==> src/assert_macros.svh <==
// Assertion macros shared by the button press classifier RTL.
// No dependencies; included by the files that carry assertions.
`ifndef ASSERT_MACROS_SVH
`define ASSERT_MACROS_SVH

// Same-cycle implication, checked out of reset.
`define BPC_ASSERT_IMP(label, clk, rst_n, ante, cons) \
    label: assert property (@(posedge clk) disable iff (!(rst_n)) (ante) |-> (cons)) \
        else $error("bpc assertion failed");

// Next-cycle implication, checked out of reset.
`define BPC_ASSERT_NXT(label, clk, rst_n, ante, cons) \
    label: assert property (@(posedge clk) disable iff (!(rst_n)) (ante) |=> (cons)) \
        else $error("bpc assertion failed");

`endif

==> src/bpc_pkg.sv <==
// Package for the button press classifier: types, event codes, register indexes.
// No dependencies; imported by every module of the block.
package bpc_pkg;

    localparam int NUM_KEYS = 3;
    localparam int KEY_W    = 2;
    localparam int TIME_W   = 32;
    localparam int CFG_W    = 16;
    localparam int IDX_W    = 3;

    localparam logic [KEY_W-1:0] SHORT_NONE = 2'd3;

    // event codes
    localparam logic [2:0] KIND_PRESS        = 3'd0;
    localparam logic [2:0] KIND_RELEASE      = 3'd1;
    localparam logic [2:0] KIND_SHORT        = 3'd2;
    localparam logic [2:0] KIND_DOUBLE       = 3'd3;
    localparam logic [2:0] KIND_LONG_RELEASE = 3'd4;
    localparam logic [2:0] KIND_HOLD         = 3'd5;
    localparam logic [2:0] KIND_LONG         = 3'd6;

    // configuration register indexes
    localparam logic [IDX_W-1:0] REG_DEBOUNCE = 3'd0;
    localparam logic [IDX_W-1:0] REG_HOLD     = 3'd1;
    localparam logic [IDX_W-1:0] REG_LONG     = 3'd2;
    localparam logic [IDX_W-1:0] REG_REPEAT   = 3'd3;
    localparam logic [IDX_W-1:0] REG_DOUBLE   = 3'd4;

    typedef struct packed {
        logic [CFG_W-1:0] debounce_ms;
        logic [CFG_W-1:0] hold_ms;
        logic [CFG_W-1:0] long_ms;
        logic [CFG_W-1:0] repeat_ms;
        logic [CFG_W-1:0] double_window_ms;
    } cfg_t;

    typedef struct packed {
        logic [NUM_KEYS-1:0] pressed_levels;
        logic [TIME_W-1:0]   now_ms;
    } in_t;

    typedef struct packed {
        logic [KEY_W-1:0]  key_index;
        logic [2:0]        event_kind;
        logic              repeat_flag;
        logic [TIME_W-1:0] length_ms;
        logic [TIME_W-1:0] occurred_ms;
    } out_t;

    // what one key lane proposes for the current sample
    typedef struct packed {
        logic              valid;
        logic [2:0]        kind;
        logic              repeat_flag;
        logic [TIME_W-1:0] duration;
        logic              short_set;
        logic              short_clear;
    } lane_evt_t;

endpackage

==> src/bpc_lane.sv <==
// One key lane: debounce state, press timing and event classification for a key.
// Depends on bpc_pkg; state is updated only when the merge stage commits it.
module bpc_lane
    import bpc_pkg::*;
(
    input  logic              aclk,
    input  logic              aresetn,
    input  logic              level,
    input  logic [TIME_W-1:0] now_ms,
    input  cfg_t              cfg,
    input  logic              short_match,
    input  logic [TIME_W-1:0] short_time,
    input  logic              commit,
    output lane_evt_t         evt
);

    logic              raw_level_reg, raw_level_next;
    logic              stable_level_reg, stable_level_next;
    logic              long_rep_reg, long_rep_next;
    logic              hold_rep_reg, hold_rep_next;
    logic              edge_pend_reg, edge_pend_next;
    logic              edge_rel_reg, edge_rel_next;
    logic [TIME_W-1:0] raw_time_reg, raw_time_next;
    logic [TIME_W-1:0] stable_time_reg, stable_time_next;
    logic [TIME_W-1:0] long_time_reg, long_time_next;

    logic              raw_chg, deb_ok, deb, held_cond, lr_eff, hr_eff;
    logic [TIME_W-1:0] since_raw, since_stable, since_long, since_short;
    logic [TIME_W-1:0] held, since_long_eff;

    // elapsed times, all wrapping
    assign since_raw    = now_ms - raw_time_reg;
    assign since_stable = now_ms - stable_time_reg;
    assign since_long   = now_ms - long_time_reg;
    assign since_short  = now_ms - short_time;

    // debounce: a fresh raw change has zero elapsed time
    assign raw_chg = level != raw_level_reg;
    assign deb_ok  = raw_chg ? (cfg.debounce_ms == '0)
                             : (since_raw >= {16'd0, cfg.debounce_ms});
    assign deb     = (level != stable_level_reg) && deb_ok;

    // values seen by the hold / long checks after a debounced press
    assign held           = deb ? '0 : since_stable;
    assign since_long_eff = deb ? '0 : since_long;
    assign lr_eff         = deb ? 1'b0 : long_rep_reg;
    assign hr_eff         = deb ? 1'b0 : hold_rep_reg;
    assign held_cond      = level && (deb ? level : stable_level_reg);

    // classification
    always_comb begin
        raw_level_next    = raw_level_reg;
        stable_level_next = stable_level_reg;
        long_rep_next     = long_rep_reg;
        hold_rep_next     = hold_rep_reg;
        edge_pend_next    = edge_pend_reg;
        edge_rel_next     = edge_rel_reg;
        raw_time_next     = raw_time_reg;
        stable_time_next  = stable_time_reg;
        long_time_next    = long_time_reg;
        evt               = '0;

        if (edge_pend_reg) begin
            // deferred edge ends the visit before anything is latched
            evt.valid      = 1'b1;
            evt.kind       = edge_rel_reg ? KIND_RELEASE : KIND_PRESS;
            edge_pend_next = 1'b0;
            edge_rel_next  = 1'b0;
        end else begin
            raw_level_next = level;
            if (raw_chg) begin
                raw_time_next = now_ms;
            end
            if (deb) begin
                stable_level_next = level;
                stable_time_next  = now_ms;
                edge_pend_next    = 1'b1;
                edge_rel_next     = !level;
                if (level) begin
                    long_rep_next  = 1'b0;
                    hold_rep_next  = 1'b0;
                    long_time_next = now_ms;
                end else begin
                    evt.valid    = 1'b1;
                    evt.duration = since_stable;
                    priority if (long_rep_reg) begin
                        evt.kind = KIND_LONG_RELEASE;
                    end else if (short_match &&
                                 since_short <= {16'd0, cfg.double_window_ms}) begin
                        evt.kind        = KIND_DOUBLE;
                        evt.short_clear = 1'b1;
                    end else begin
                        evt.kind      = KIND_SHORT;
                        evt.short_set = 1'b1;
                    end
                end
            end
            // hold and long-press checks (a debounced release never gets here)
            if (!(deb && !level)) begin
                priority if (held_cond && !hr_eff && held >= {16'd0, cfg.hold_ms}) begin
                    evt.valid     = 1'b1;
                    evt.kind      = KIND_HOLD;
                    evt.duration  = held;
                    hold_rep_next = 1'b1;
                end else if (held_cond && held >= {16'd0, cfg.long_ms} &&
                             (!lr_eff || since_long_eff >= {16'd0, cfg.repeat_ms})) begin
                    evt.valid       = 1'b1;
                    evt.kind        = KIND_LONG;
                    evt.repeat_flag = lr_eff;
                    evt.duration    = held;
                    long_rep_next   = 1'b1;
                    long_time_next  = now_ms;
                end else begin
                    evt.valid = evt.valid;
                end
            end
        end
    end

    // key state
    always_ff @(posedge aclk) begin
        if (!aresetn) begin
            raw_level_reg    <= 1'b0;
            stable_level_reg <= 1'b0;
            long_rep_reg     <= 1'b0;
            hold_rep_reg     <= 1'b0;
            edge_pend_reg    <= 1'b0;
            edge_rel_reg     <= 1'b0;
            raw_time_reg     <= '0;
            stable_time_reg  <= '0;
            long_time_reg    <= '0;
        end else if (commit) begin
            raw_level_reg    <= raw_level_next;
            stable_level_reg <= stable_level_next;
            long_rep_reg     <= long_rep_next;
            hold_rep_reg     <= hold_rep_next;
            edge_pend_reg    <= edge_pend_next;
            edge_rel_reg     <= edge_rel_next;
            raw_time_reg     <= raw_time_next;
            stable_time_reg  <= stable_time_next;
            long_time_reg    <= long_time_next;
        end
    end

endmodule

==> src/bpc_merge.sv <==
// Merge stage: picks the first lane with an event and decides which lanes commit.
// Depends on bpc_pkg; combinational.
module bpc_merge
    import bpc_pkg::*;
(
    input  lane_evt_t           lane_evt [NUM_KEYS],
    input  logic                accept,
    input  logic [TIME_W-1:0]   now_ms,
    output logic [NUM_KEYS-1:0] commit,
    output logic                res_valid,
    output out_t                res,
    output logic                short_set,
    output logic                short_clear
);

    logic found;

    // priority scan: lanes up to and including the first event commit
    always_comb begin
        found       = 1'b0;
        commit      = '0;
        res_valid   = 1'b0;
        res         = '0;
        short_set   = 1'b0;
        short_clear = 1'b0;
        res.occurred_ms = now_ms;
        for (int k = 0; k < NUM_KEYS; k++) begin
            if (!found) begin
                commit[k] = accept;
                if (lane_evt[k].valid) begin
                    found           = 1'b1;
                    res_valid       = 1'b1;
                    res.key_index   = KEY_W'(k);
                    res.event_kind  = lane_evt[k].kind;
                    res.repeat_flag = lane_evt[k].repeat_flag;
                    res.length_ms   = lane_evt[k].duration;
                    short_set       = lane_evt[k].short_set;
                    short_clear     = lane_evt[k].short_clear;
                end
            end
        end
    end

endmodule

==> src/bpc_out_buf.sv <==
// Result buffer: output register plus one skid entry on the result channel.
// Depends on bpc_pkg and assert_macros.svh.
`include "assert_macros.svh"
module bpc_out_buf
    import bpc_pkg::*;
(
    input  logic aclk,
    input  logic aresetn,
    input  logic push,
    input  out_t push_data,
    output logic s_ready,
    output logic m_valid,
    input  logic m_ready,
    output out_t m_data
);

    logic out_valid_reg, out_valid_next;
    logic skid_valid_reg, skid_valid_next;
    out_t out_data_reg, out_data_next;
    out_t skid_data_reg, skid_data_next;
    logic pop;

    assign pop     = out_valid_reg && m_ready;
    assign s_ready = !skid_valid_reg;
    assign m_valid = out_valid_reg;
    assign m_data  = out_data_reg;

    // next-state of the two entries
    always_comb begin
        out_valid_next  = out_valid_reg;
        skid_valid_next = skid_valid_reg;
        out_data_next   = out_data_reg;
        skid_data_next  = skid_data_reg;
        if (skid_valid_reg) begin
            if (pop) begin
                out_data_next   = skid_data_reg;
                skid_valid_next = 1'b0;
            end
        end else if (push) begin
            if (!out_valid_reg || pop) begin
                out_data_next  = push_data;
                out_valid_next = 1'b1;
            end else begin
                skid_data_next  = push_data;
                skid_valid_next = 1'b1;
            end
        end else if (pop) begin
            out_valid_next = 1'b0;
        end
    end

    always_ff @(posedge aclk) begin
        if (!aresetn) begin
            out_valid_reg  <= 1'b0;
            skid_valid_reg <= 1'b0;
        end else begin
            out_valid_reg  <= out_valid_next;
            skid_valid_reg <= skid_valid_next;
        end
    end

    always_ff @(posedge aclk) begin
        out_data_reg  <= out_data_next;
        skid_data_reg <= skid_data_next;
    end

    `BPC_ASSERT_IMP(a_skid_behind_out, aclk, aresetn, skid_valid_reg, out_valid_reg)
    `BPC_ASSERT_NXT(a_stall_fills_skid, aclk, aresetn, push && out_valid_reg && !pop, skid_valid_reg)
    `BPC_ASSERT_NXT(a_skid_drains, aclk, aresetn, skid_valid_reg && pop, out_valid_reg && !skid_valid_reg)

endmodule

==> src/button_press_classifier.sv <==
// Button press classifier, top level: config registers, key lanes, merge, result buffer.
// Depends on bpc_pkg, bpc_lane, bpc_merge and bpc_out_buf.
//
// Usage:
//   s_valid/s_ready/s_data carry one sample: pressed levels of the keys and a
//   millisecond timestamp. m_valid/m_ready/m_data carry zero or one event per
//   sample (key, kind, repeat flag, duration, timestamp). cfg_valid/cfg_ready
//   with cfg_index/cfg_data write the five 16-bit timing registers; cfg_ready
//   is always high and unknown indexes are dropped.
//   Throughput: one sample per cycle while s_ready is high. All key lanes evaluate a sample in the
//   same cycle and the merge stage picks the first key with an event, so the
//   state update is registered at the sample's transfer.
//   Output: an event is registered in the output register, or in the skid entry when that stalls.
//   Stall: a one-entry skid behind the output register keeps s_ready high for
//   one more event while m_ready is low; s_ready drops once both are full.
//   Samples with no event never need buffer space but wait on s_ready too.
//   Reset (aresetn low, synchronous): key state cleared, registers back to
//   their defaults (40, 200, 650, 260, 300 ms), both buffer entries empty.
module button_press_classifier
    import bpc_pkg::*;
(
    input  logic             aclk,
    input  logic             aresetn,
    input  logic             s_valid,
    output logic             s_ready,
    input  in_t              s_data,
    output logic             m_valid,
    input  logic             m_ready,
    output out_t             m_data,
    input  logic             cfg_valid,
    output logic             cfg_ready,
    input  logic [IDX_W-1:0] cfg_index,
    input  logic [CFG_W-1:0] cfg_data
);

    cfg_t                cfg_reg;
    logic [KEY_W-1:0]    short_key_reg;
    logic [TIME_W-1:0]   short_time_reg;
    lane_evt_t           lane_evt [NUM_KEYS];
    logic [NUM_KEYS-1:0] commit;
    logic                in_accept, res_valid, short_set, short_clear;
    out_t                res;

    assign cfg_ready = 1'b1;
    assign in_accept = s_valid && s_ready;

    // configuration registers
    always_ff @(posedge aclk) begin
        if (!aresetn) begin
            cfg_reg.debounce_ms      <= 16'd40;
            cfg_reg.hold_ms          <= 16'd200;
            cfg_reg.long_ms          <= 16'd650;
            cfg_reg.repeat_ms        <= 16'd260;
            cfg_reg.double_window_ms <= 16'd300;
        end else if (cfg_valid) begin
            unique case (cfg_index)
                REG_DEBOUNCE: cfg_reg.debounce_ms      <= cfg_data;
                REG_HOLD:     cfg_reg.hold_ms          <= cfg_data;
                REG_LONG:     cfg_reg.long_ms          <= cfg_data;
                REG_REPEAT:   cfg_reg.repeat_ms        <= cfg_data;
                REG_DOUBLE:   cfg_reg.double_window_ms <= cfg_data;
                default:      cfg_reg                  <= cfg_reg;
            endcase
        end
    end

    // one lane per key
    for (genvar k = 0; k < NUM_KEYS; k++) begin : g_lane
        bpc_lane u_lane (
            .aclk        (aclk),
            .aresetn     (aresetn),
            .level       (s_data.pressed_levels[k]),
            .now_ms      (s_data.now_ms),
            .cfg         (cfg_reg),
            .short_match (short_key_reg == KEY_W'(k)),
            .short_time  (short_time_reg),
            .commit      (commit[k]),
            .evt         (lane_evt[k])
        );
    end

    bpc_merge u_merge (
        .lane_evt    (lane_evt),
        .accept      (in_accept),
        .now_ms      (s_data.now_ms),
        .commit      (commit),
        .res_valid   (res_valid),
        .res         (res),
        .short_set   (short_set),
        .short_clear (short_clear)
    );

    // last short press, shared across keys for double detection
    always_ff @(posedge aclk) begin
        if (!aresetn) begin
            short_key_reg  <= SHORT_NONE;
            short_time_reg <= '0;
        end else if (in_accept && res_valid) begin
            if (short_set) begin
                short_key_reg  <= res.key_index;
                short_time_reg <= s_data.now_ms;
            end else if (short_clear) begin
                short_key_reg  <= SHORT_NONE;
                short_time_reg <= '0;
            end
        end
    end

    bpc_out_buf u_out_buf (
        .aclk      (aclk),
        .aresetn   (aresetn),
        .push      (in_accept && res_valid),
        .push_data (res),
        .s_ready   (s_ready),
        .m_valid   (m_valid),
        .m_ready   (m_ready),
        .m_data    (m_data)
    );

endmodule

==> config.mk <==
export PLATFORM = sky130hd
export DESIGN_NAME = button_press_classifier
export DESIGN_NICKNAME = d
export VERILOG_FILES = /design/src/bpc_pkg.sv /design/src/bpc_lane.sv /design/src/bpc_merge.sv /design/src/bpc_out_buf.sv /design/src/button_press_classifier.sv
export VERILOG_INCLUDE_DIRS = /design/src /design/src/src
export SDC_FILE = /design/constraint.sdc
export NUM_CORES = 2
export LEC_CHECK = 0
export ABC_AREA = 1
export ABC_CLOCK_PERIOD_IN_PS = 28500
export BUFFER_PORTS_ARGS = -buffer_cell sky130_fd_sc_hd__buf_4
export CORE_MARGIN = 1.5
export CORE_UTILIZATION = 44
export DETAILED_ROUTE_END_ITERATION = 10
export SETUP_SLACK_MARGIN = 0.3
export SYNTH_ARGS = -nofsm -noshare
export SYNTH_HDL_FRONTEND = slang
export SYNTH_SLANG_ARGS = --single-unit
==> constraint.sdc <==
create_clock -name aclk -period 28.5 [get_ports aclk]
set_clock_uncertainty 0.2 [all_clocks]
set_input_delay 1.425 -clock aclk [delete_from_list [all_inputs] [get_ports aclk]]
set_output_delay 1.425 -clock aclk [all_outputs]
set_load 0.01 [all_outputs]
## Word level (Yosys, flattened, before mapping)

Cells that the tools add are included.

- Bits in registers: 562
- Bits of input ports: 59
- Word-level logic and storage cells: 326

- Add/sub/neg operators: 10
- Order comparisons: 13
- Equality and inequality tests: 14
- Muxes and demuxes: 165
- Bitwise logic cells: 5
- Reduce and logical (&&, ||, !) cells: 73

Operators by type and width:

| operator | number |
|---|---|
| $mux W32 | 26 |
| $ge A32 B16 Y1 | 12 |
| $sub A32 B32 Y32 | 10 |
| $mux W70 | 4 |
| $mux W34 | 7 |
| $mux W37 | 4 |
| $mux W36 | 4 |
| $mux W38 | 3 |
| $mux W35 | 3 |
| $mux W1 | 93 |
| $mux W4 | 13 |
| $le A32 B16 Y1 | 1 |
| $logic_and A1 B1 Y1 | 27 |
| $reduce_and A3 Y1 | 9 |
| $reduce_and A2 Y1 | 12 |
| $logic_not A16 Y1 | 1 |
| $reduce_bool A2 Y1 | 7 |
| $logic_not A1 Y1 | 11 |
| $mux W2 | 5 |
| $mux W3 | 3 |
| $eq A3 B2 Y1 const B | 2 |
| $ne A1 B1 Y1 | 6 |
| $not A1 Y1 | 5 |
| $logic_or A1 B1 Y1 | 4 |
| other kinds (7) | 8 |

## Longest topological paths before layout

- Depth in word-level cells: 20
- Depth in mapped cells: 59

## Hierarchy

A second synthesis with hierarchy kept.

- Cell total of the unflattened synthesis: 9722
- Area total of the unflattened synthesis: 58992.8 µm²

By module, submodules not included:

| module | times used | cells an instance | area each (µm²) | seq. area each (µm²) |
|---|---|---|---|---|
| bpc_lane at g_lane[2].u_lane | 1 | 2881 | 16128.0 | 2042.0 |
| bpc_lane at g_lane[1].u_lane | 1 | 2807 | 15937.8 | 2042.0 |
| bpc_lane at g_lane[0].u_lane | 1 | 2799 | 15833.9 | 2042.0 |
| bpc_out_buf | 1 | 386 | 5238.8 | 4244.1 |
| button_press_classifier | 1 | 632 | 4649.5 | 2282.2 |
| bpc_merge | 1 | 217 | 1204.9 | 0.0 |

## Worst setup path before layout

No wires, ideal clock.

- Path type: in2reg
- From: in s_data[0] in the netlist's numbering
- To: reg u_out_buf.out_data_reg (netlist bit u_out_buf.m_data[0]) (enable)
- Library setup time: 1.118 ns
- Data arrival time: 8.726 ns
- Data required time: 27.182 ns
- Setup slack: 18.456 ns
- Stages: 49
- Buffers on the path: 1
- Cells stage by stage: inv_1 > ha_1 > inv_1 > fa_1 > nand3_1 > nand3_1 > nand2_1 > nand2_1 > nand3_1 > nand2_1 > xor2_1 > ha_1 > nand2_1 > inv_1 > nand3_1 > o211ai_1 > a21oi_1 > nand4_1 > [... 13 more ...] > nand2_1 > nand2_1 > nand2_1 > nand2_1 > nand2_1 > nand2_1 > nand2_1 > nand2_1 > nor3_1 > nand3_1 > nand2_1 > nand2_1 > nor2_1 > nand4_1 > nand2_1 > inv_2 > o21ai_0 > o21ai_0

- Longest elaborated chain between the ends: 18

RTL lines:

| what | RTL line | RTL |
|---|---|---|
| start: declaration | button_press_classifier.sv:26 | `input in_t s_data,` |
| $sub A32 B32 Y32 | bpc_lane.sv:32 | `assign since_raw = now_ms - raw_time_reg;` |
| $ge A32 B16 Y1 | bpc_lane.sv:40 | `: (since_raw >= {16'd0, cfg.debounce_ms});` |
| $mux W1 | bpc_lane.sv:39 | `assign deb_ok = raw_chg ? (cfg.debounce_ms == '0)` |
| $logic_and A1 B1 Y1 | bpc_lane.sv:41 | `assign deb = (level != stable_level_reg) && deb_ok;` |
| $mux W32 (tied with other cells) | bpc_lane.sv:44 | `assign held = deb ? '0 : since_stable;` |
| $ge A32 B16 Y1 (tied with other cells) | bpc_lane.sv:105 | `end else if (held_cond && held >= {16'd0, cfg.long_ms} &&` |
| $logic_and A1 B1 Y1 or $logic_or A1 B1 Y1 (tied branches) | bpc_lane.sv:105, bpc_lane.sv:106 |  |
| $logic_and A1 B1 Y1 | bpc_lane.sv:105 |  |
| [... 2 more ...] | - |  |
| $mux W37 | bpc_lane.sv:99 | `if (!(deb && !level)) begin` |
| $mux W4 | bpc_lane.sv:63 | `if (edge_pend_reg) begin` |
| $mux W1 | bpc_merge.sv:30 | `if (lane_evt[k].valid) begin` |
| $mux W1 | bpc_merge.sv:28 | `if (!found) begin` |
| $mux W1 (*) | bpc_merge.sv:28 |  |
| $logic_and A1 B1 Y1 (*) | button_press_classifier.sv:112 | `.push (in_accept && res_valid),` |
| $reduce_bool A2 Y1 (no line) (*) | - |  |
| $reduce_and A3 Y1 (no line) (*) | - |  |
| end signal: assignment | bpc_out_buf.sv:63 | `out_data_reg <= out_data_next;` |
| end: declaration | bpc_out_buf.sv:19 | `out_t out_data_reg, out_data_next;` |

Every way passes the cells marked *; elsewhere a longest branch is shown, timed or not. The select of a mux whose other input is x is not followed.
A chain may end at the register's enable or synchronous reset.

## Worst setup path in the final report

- From: in s_data[0] in the netlist's numbering
- To: reg u_out_buf.skid_data_reg[59] in the netlist's numbering (enable)

- Longest elaborated chain between the ends: 17

RTL lines:

| what | RTL line | RTL |
|---|---|---|
| $sub A32 B32 Y32 | bpc_lane.sv:32 |  |
| $ge A32 B16 Y1 | bpc_lane.sv:40 |  |
| $mux W1 | bpc_lane.sv:39 |  |
| $logic_and A1 B1 Y1 | bpc_lane.sv:41 |  |
| $mux W32 (tied with other cells) | bpc_lane.sv:44 |  |
| $ge A32 B16 Y1 (tied with other cells) | bpc_lane.sv:105 |  |
| $logic_and A1 B1 Y1 or $logic_or A1 B1 Y1 (tied branches) | bpc_lane.sv:105, bpc_lane.sv:106 |  |
| $logic_and A1 B1 Y1 | bpc_lane.sv:105 |  |
| $mux W1 | bpc_lane.sv:105 |  |
| $mux W4 | bpc_lane.sv:100 | `priority if (held_cond && !hr_eff && held >= {16'd0, cfg.hold_ms}) begin` |
| $mux W37 | bpc_lane.sv:99 |  |
| $mux W4 | bpc_lane.sv:63 |  |
| $mux W1 | bpc_merge.sv:30 |  |
| $mux W1 | bpc_merge.sv:28 |  |
| $mux W1 (*) | bpc_merge.sv:28 |  |
| $logic_and A1 B1 Y1 (*) | button_press_classifier.sv:112 |  |
| $reduce_and A3 Y1 (no line) (*) | - |  |
| end signal: assignment | bpc_out_buf.sv:64 | `skid_data_reg <= skid_data_next;` |
| end: declaration | bpc_out_buf.sv:20 | `out_t skid_data_reg, skid_data_next;` |

Marked as above.

==> flow_metrics.tcl <==
set metrics [dict create \
    drv_cap 0 \
    via_per_inst 5.51 \
    synth_area_leaders "dfxtp_1, nand2_1, ha_1" \
    reg2reg_depth 46 \
    period_needed_ps 9280 \
    core.rowCount 119 \
    drive_gt1_share_pct 6.09 \
    cp_slowest_cell "buf_4" \
    placedInstanceArea_um2 49500 \
    grt_pass1_wl_um 276000 \
    grt_overflow 0 \
    synth_edf_count 140 \
    synthCells 7126 \
    grt_pass1_vias 43800 \
    die_h_um 330 \
    hold_violations 0 \
    clk_pin_slew_worst_paths_ps 60 \
    yosysSeqAreaShare_pct 26.9 \
    crit_type "input port to flip-flop" \
    finalCritPeriodShare_pct 32.6 \
    p_clk_share_pct 29.4 \
    ys.flop_type "dfxtp_1" \
    cpPeakStageDelay_ps 870 \
    ant_nets 0 \
    initial_core_util_pct 44.5 \
    switching_power_mw 1.38 \
    regArea_um2 12700 \
    clock_latency_ps 660 \
    cp.required_ps 28570 \
    p_seq_share_pct 28.5 \
    synth_most_common_cell "nand2_1" \
    relSlewSlack_pct 18.6 \
    synthMuxAreaShare_pct 0 \
    wl_um 189000 \
    cellInternalPower_mw 1.96 \
    synth_top_family_by_area "simple AND/OR/NAND/NOR gates" \
    crit_path_start "s_data[0]" \
    synth_common_cells "nand2_1, inv_1, a21oi_1" \
    yosys_warnings 0 \
    r2r_end "g_lane[2].u_lane.raw_time_reg[24]" \
    holdPathStages 2 \
    crit_end "u_out_buf.skid_data_reg[59]" \
    via_count 47600 \
    dr.pass1.iters 8 \
    nets 7786 \
    area_growth_pct 10.4 \
    track_usage_pct 33.8 \
    h-tree-depth 3 \
    maxSlewViolCount 0 \
    fp.coreArea_um2 106000 \
    swShare_pct 41.4 \
    cpMostUsedCell "nand2_1" \
    die_x_um 330 \
    vdd_ir_drop_max_v 0.0000513 \
    p_comb_share_pct 42.1 \
    synth_nets 7711 \
    syn-mean-instance-area_um2 6.61 \
    ys_async_sr_fraction_pct 0 \
    fill_cells 11100 \
    io_buffer_count 130 \
    io_pins 132 \
    drc 0 \
    grt_max_degree 205 \
    synth_compound_area_share_pct 18.9 \
    drt_iter0_markers 4524 \
    rsz0062_at_grt "no" \
    end_kind "flip-flop" \
    cts_buffer_depth 3 \
    outcome "finished, final reports clean" \
    arrival_ps 9350 \
    fin_tns_setup_ps 0 \
    reg2reg_from "g_lane[1].u_lane.raw_time_reg[4]" \
    multiInputGateArea_um2 29300 \
    cts_tree "done" \
    cts_num_sinks 562 \
    numCtsBuffers 71 \
    yosysUniqueCellTypes 67 \
    fmax_ghz 0.108 \
    critPathLaunchType "input port" \
    worstPathMaxFanout 64 \
    finish.instance_area_um2 52000 \
    dp_hpwl_um 144000 \
    final-setup-viol-count 0 \
    antenna_found_initial 12 \
    total_leakage_power_nw 23.9 \
    synth_area_um2 47100 \
    hold_class "flip-flop to flip-flop" \
    synthAdderAreaFrac_pct 14.1 \
    cts_hold_buf 0 \
    cts-root-buf "clkbuf_16" \
    synth_top_area_share_pct 17.9 \
    ys_ff_latch 562 \
    r2r_slack_ps 20090 \
    synth_area_leader_cell "dfxtp_1" \
    powerDensity_nw_per_um2 64.2 \
    wl_per_cell_um 21.8 \
    tightest_slew_ps 1220 \
    synth_xor_area_share_pct 3.70 \
    fp.dieArea_um2 109000 \
    postCtsSetupRepairBufs 0 \
    synthSimpleGateAreaFrac_pct 25.4 \
    ctsResizeCount 0 \
    gp_congestion 1.01 \
]
## how the worst min path moves through the flow
stage                                          from                              endpoint  slack [ps]
6_report       g_lane[1].u_lane.stable_time_reg[18]  g_lane[1].u_lane.stable_time_reg[18]         260
3_3_place_gp      g_lane[2].u_lane.long_time_reg[2]     g_lane[2].u_lane.long_time_reg[2]         240
2_1_floorplan     g_lane[1].u_lane.long_time_reg[0]     g_lane[1].u_lane.long_time_reg[0]         230
3_5_place_dp   g_lane[2].u_lane.stable_time_reg[21]  g_lane[2].u_lane.stable_time_reg[21]         250
4_1_cts        g_lane[2].u_lane.stable_time_reg[21]  g_lane[2].u_lane.stable_time_reg[21]         260
5_1_grt           g_lane[2].u_lane.raw_time_reg[29]     g_lane[2].u_lane.raw_time_reg[29]         270
## cell type report
class                      instances  share of cell area, %
sequential                       562                   24.3
tap                             1391                   3.35
clock inverter                    39                  0.965
multi-input combinational       5217                   56.4
timing repair buffer             182                   2.69
antenna                            2                0.00963
clock buffer                      91                   3.80
inverter                        1167                   8.43
## cells in the final DEF (no fill, tap or decap), drive strengths merged, types with 3 or more instances in the layout
master and count:
a21o 33, fa 10, or2 40, edfxtp 140
o21bai 30, o31ai 3, dfxtp 422, nor2 506
o21ai 594, inv 1170, a21boi 16, a31oi 32
nand3b 21, o21a 14, a211oi 17, ha 516
xnor2 59, a31o 3, and2 8, clkinvlp 5
and3 3, nor3 75, o221ai 19, xor2 140
buf 182, nor3b 3, clkinv 22, o211ai 47
a21oi 813, o2111ai 12, nand4 92, nand3 332
clkbuf 91, nand2 1749, nor4 20, bufinv 9
## routing by layer
| metal | up-vias | global-route usage [%] | wire, um |
|---|---|---|---|
| li1 | 23600 | - | - |
| met1 | 21900 | 44.8 | 82300 |
| met2 | 1764 | 53.1 | 81000 |
| met3 | 361 | 5.01 | 14200 |
| met4 | 2 | 17.8 | 11200 |
| met5 | - | 0 | 18 |
## worst max-delay path, delay by kind of cell
family | cells | cell delay (ps)
AOI/OAI and AO/OA | 7 | 830
buffers and inverters | 8 | 2370
xor gates and xnor gates | 1 | 150
and+or+nand+nor | 22 | 3180
adders and majority gates | 4 | 1230
## logic make-up after synthesis
logic type                 after synthesis
adders and majority gates              526
DFF                                    562
AOI/OAI and AO/OA                     1642
other                                    1
xor gates and xnor gates               199
buffers and inverters                 1347
and+or+nand+nor                       2849
## per-stage QoR
step                      util (%)  power (mW)  hold slack (ps)  setup WS, ps  std cells
final                         49.2        3.34              257         19220       8651
after global routing          49.2        3.54              273         18460       8650
after CTS                     49.2        3.33              260         19380       8649
after detailed placement      46.8        2.35              251         18710       8519
after global placement        46.8        2.33              244         18730       8519
after floorplan                  -        1.92              227         18460       7126
## power by group through the flow
stage,Clock [mW],Combinational (mW),Sequential (mW)
final,0.979,1.41,0.951
after global routing,1.02,1.57,0.958
after CTS,0.990,1.39,0.950
after detailed placement,0,1.38,0.967
after global placement,0,1.36,0.966
after floorplan,0,0.951,0.966
No activity file was read; power rests on OpenSTA's default activity.
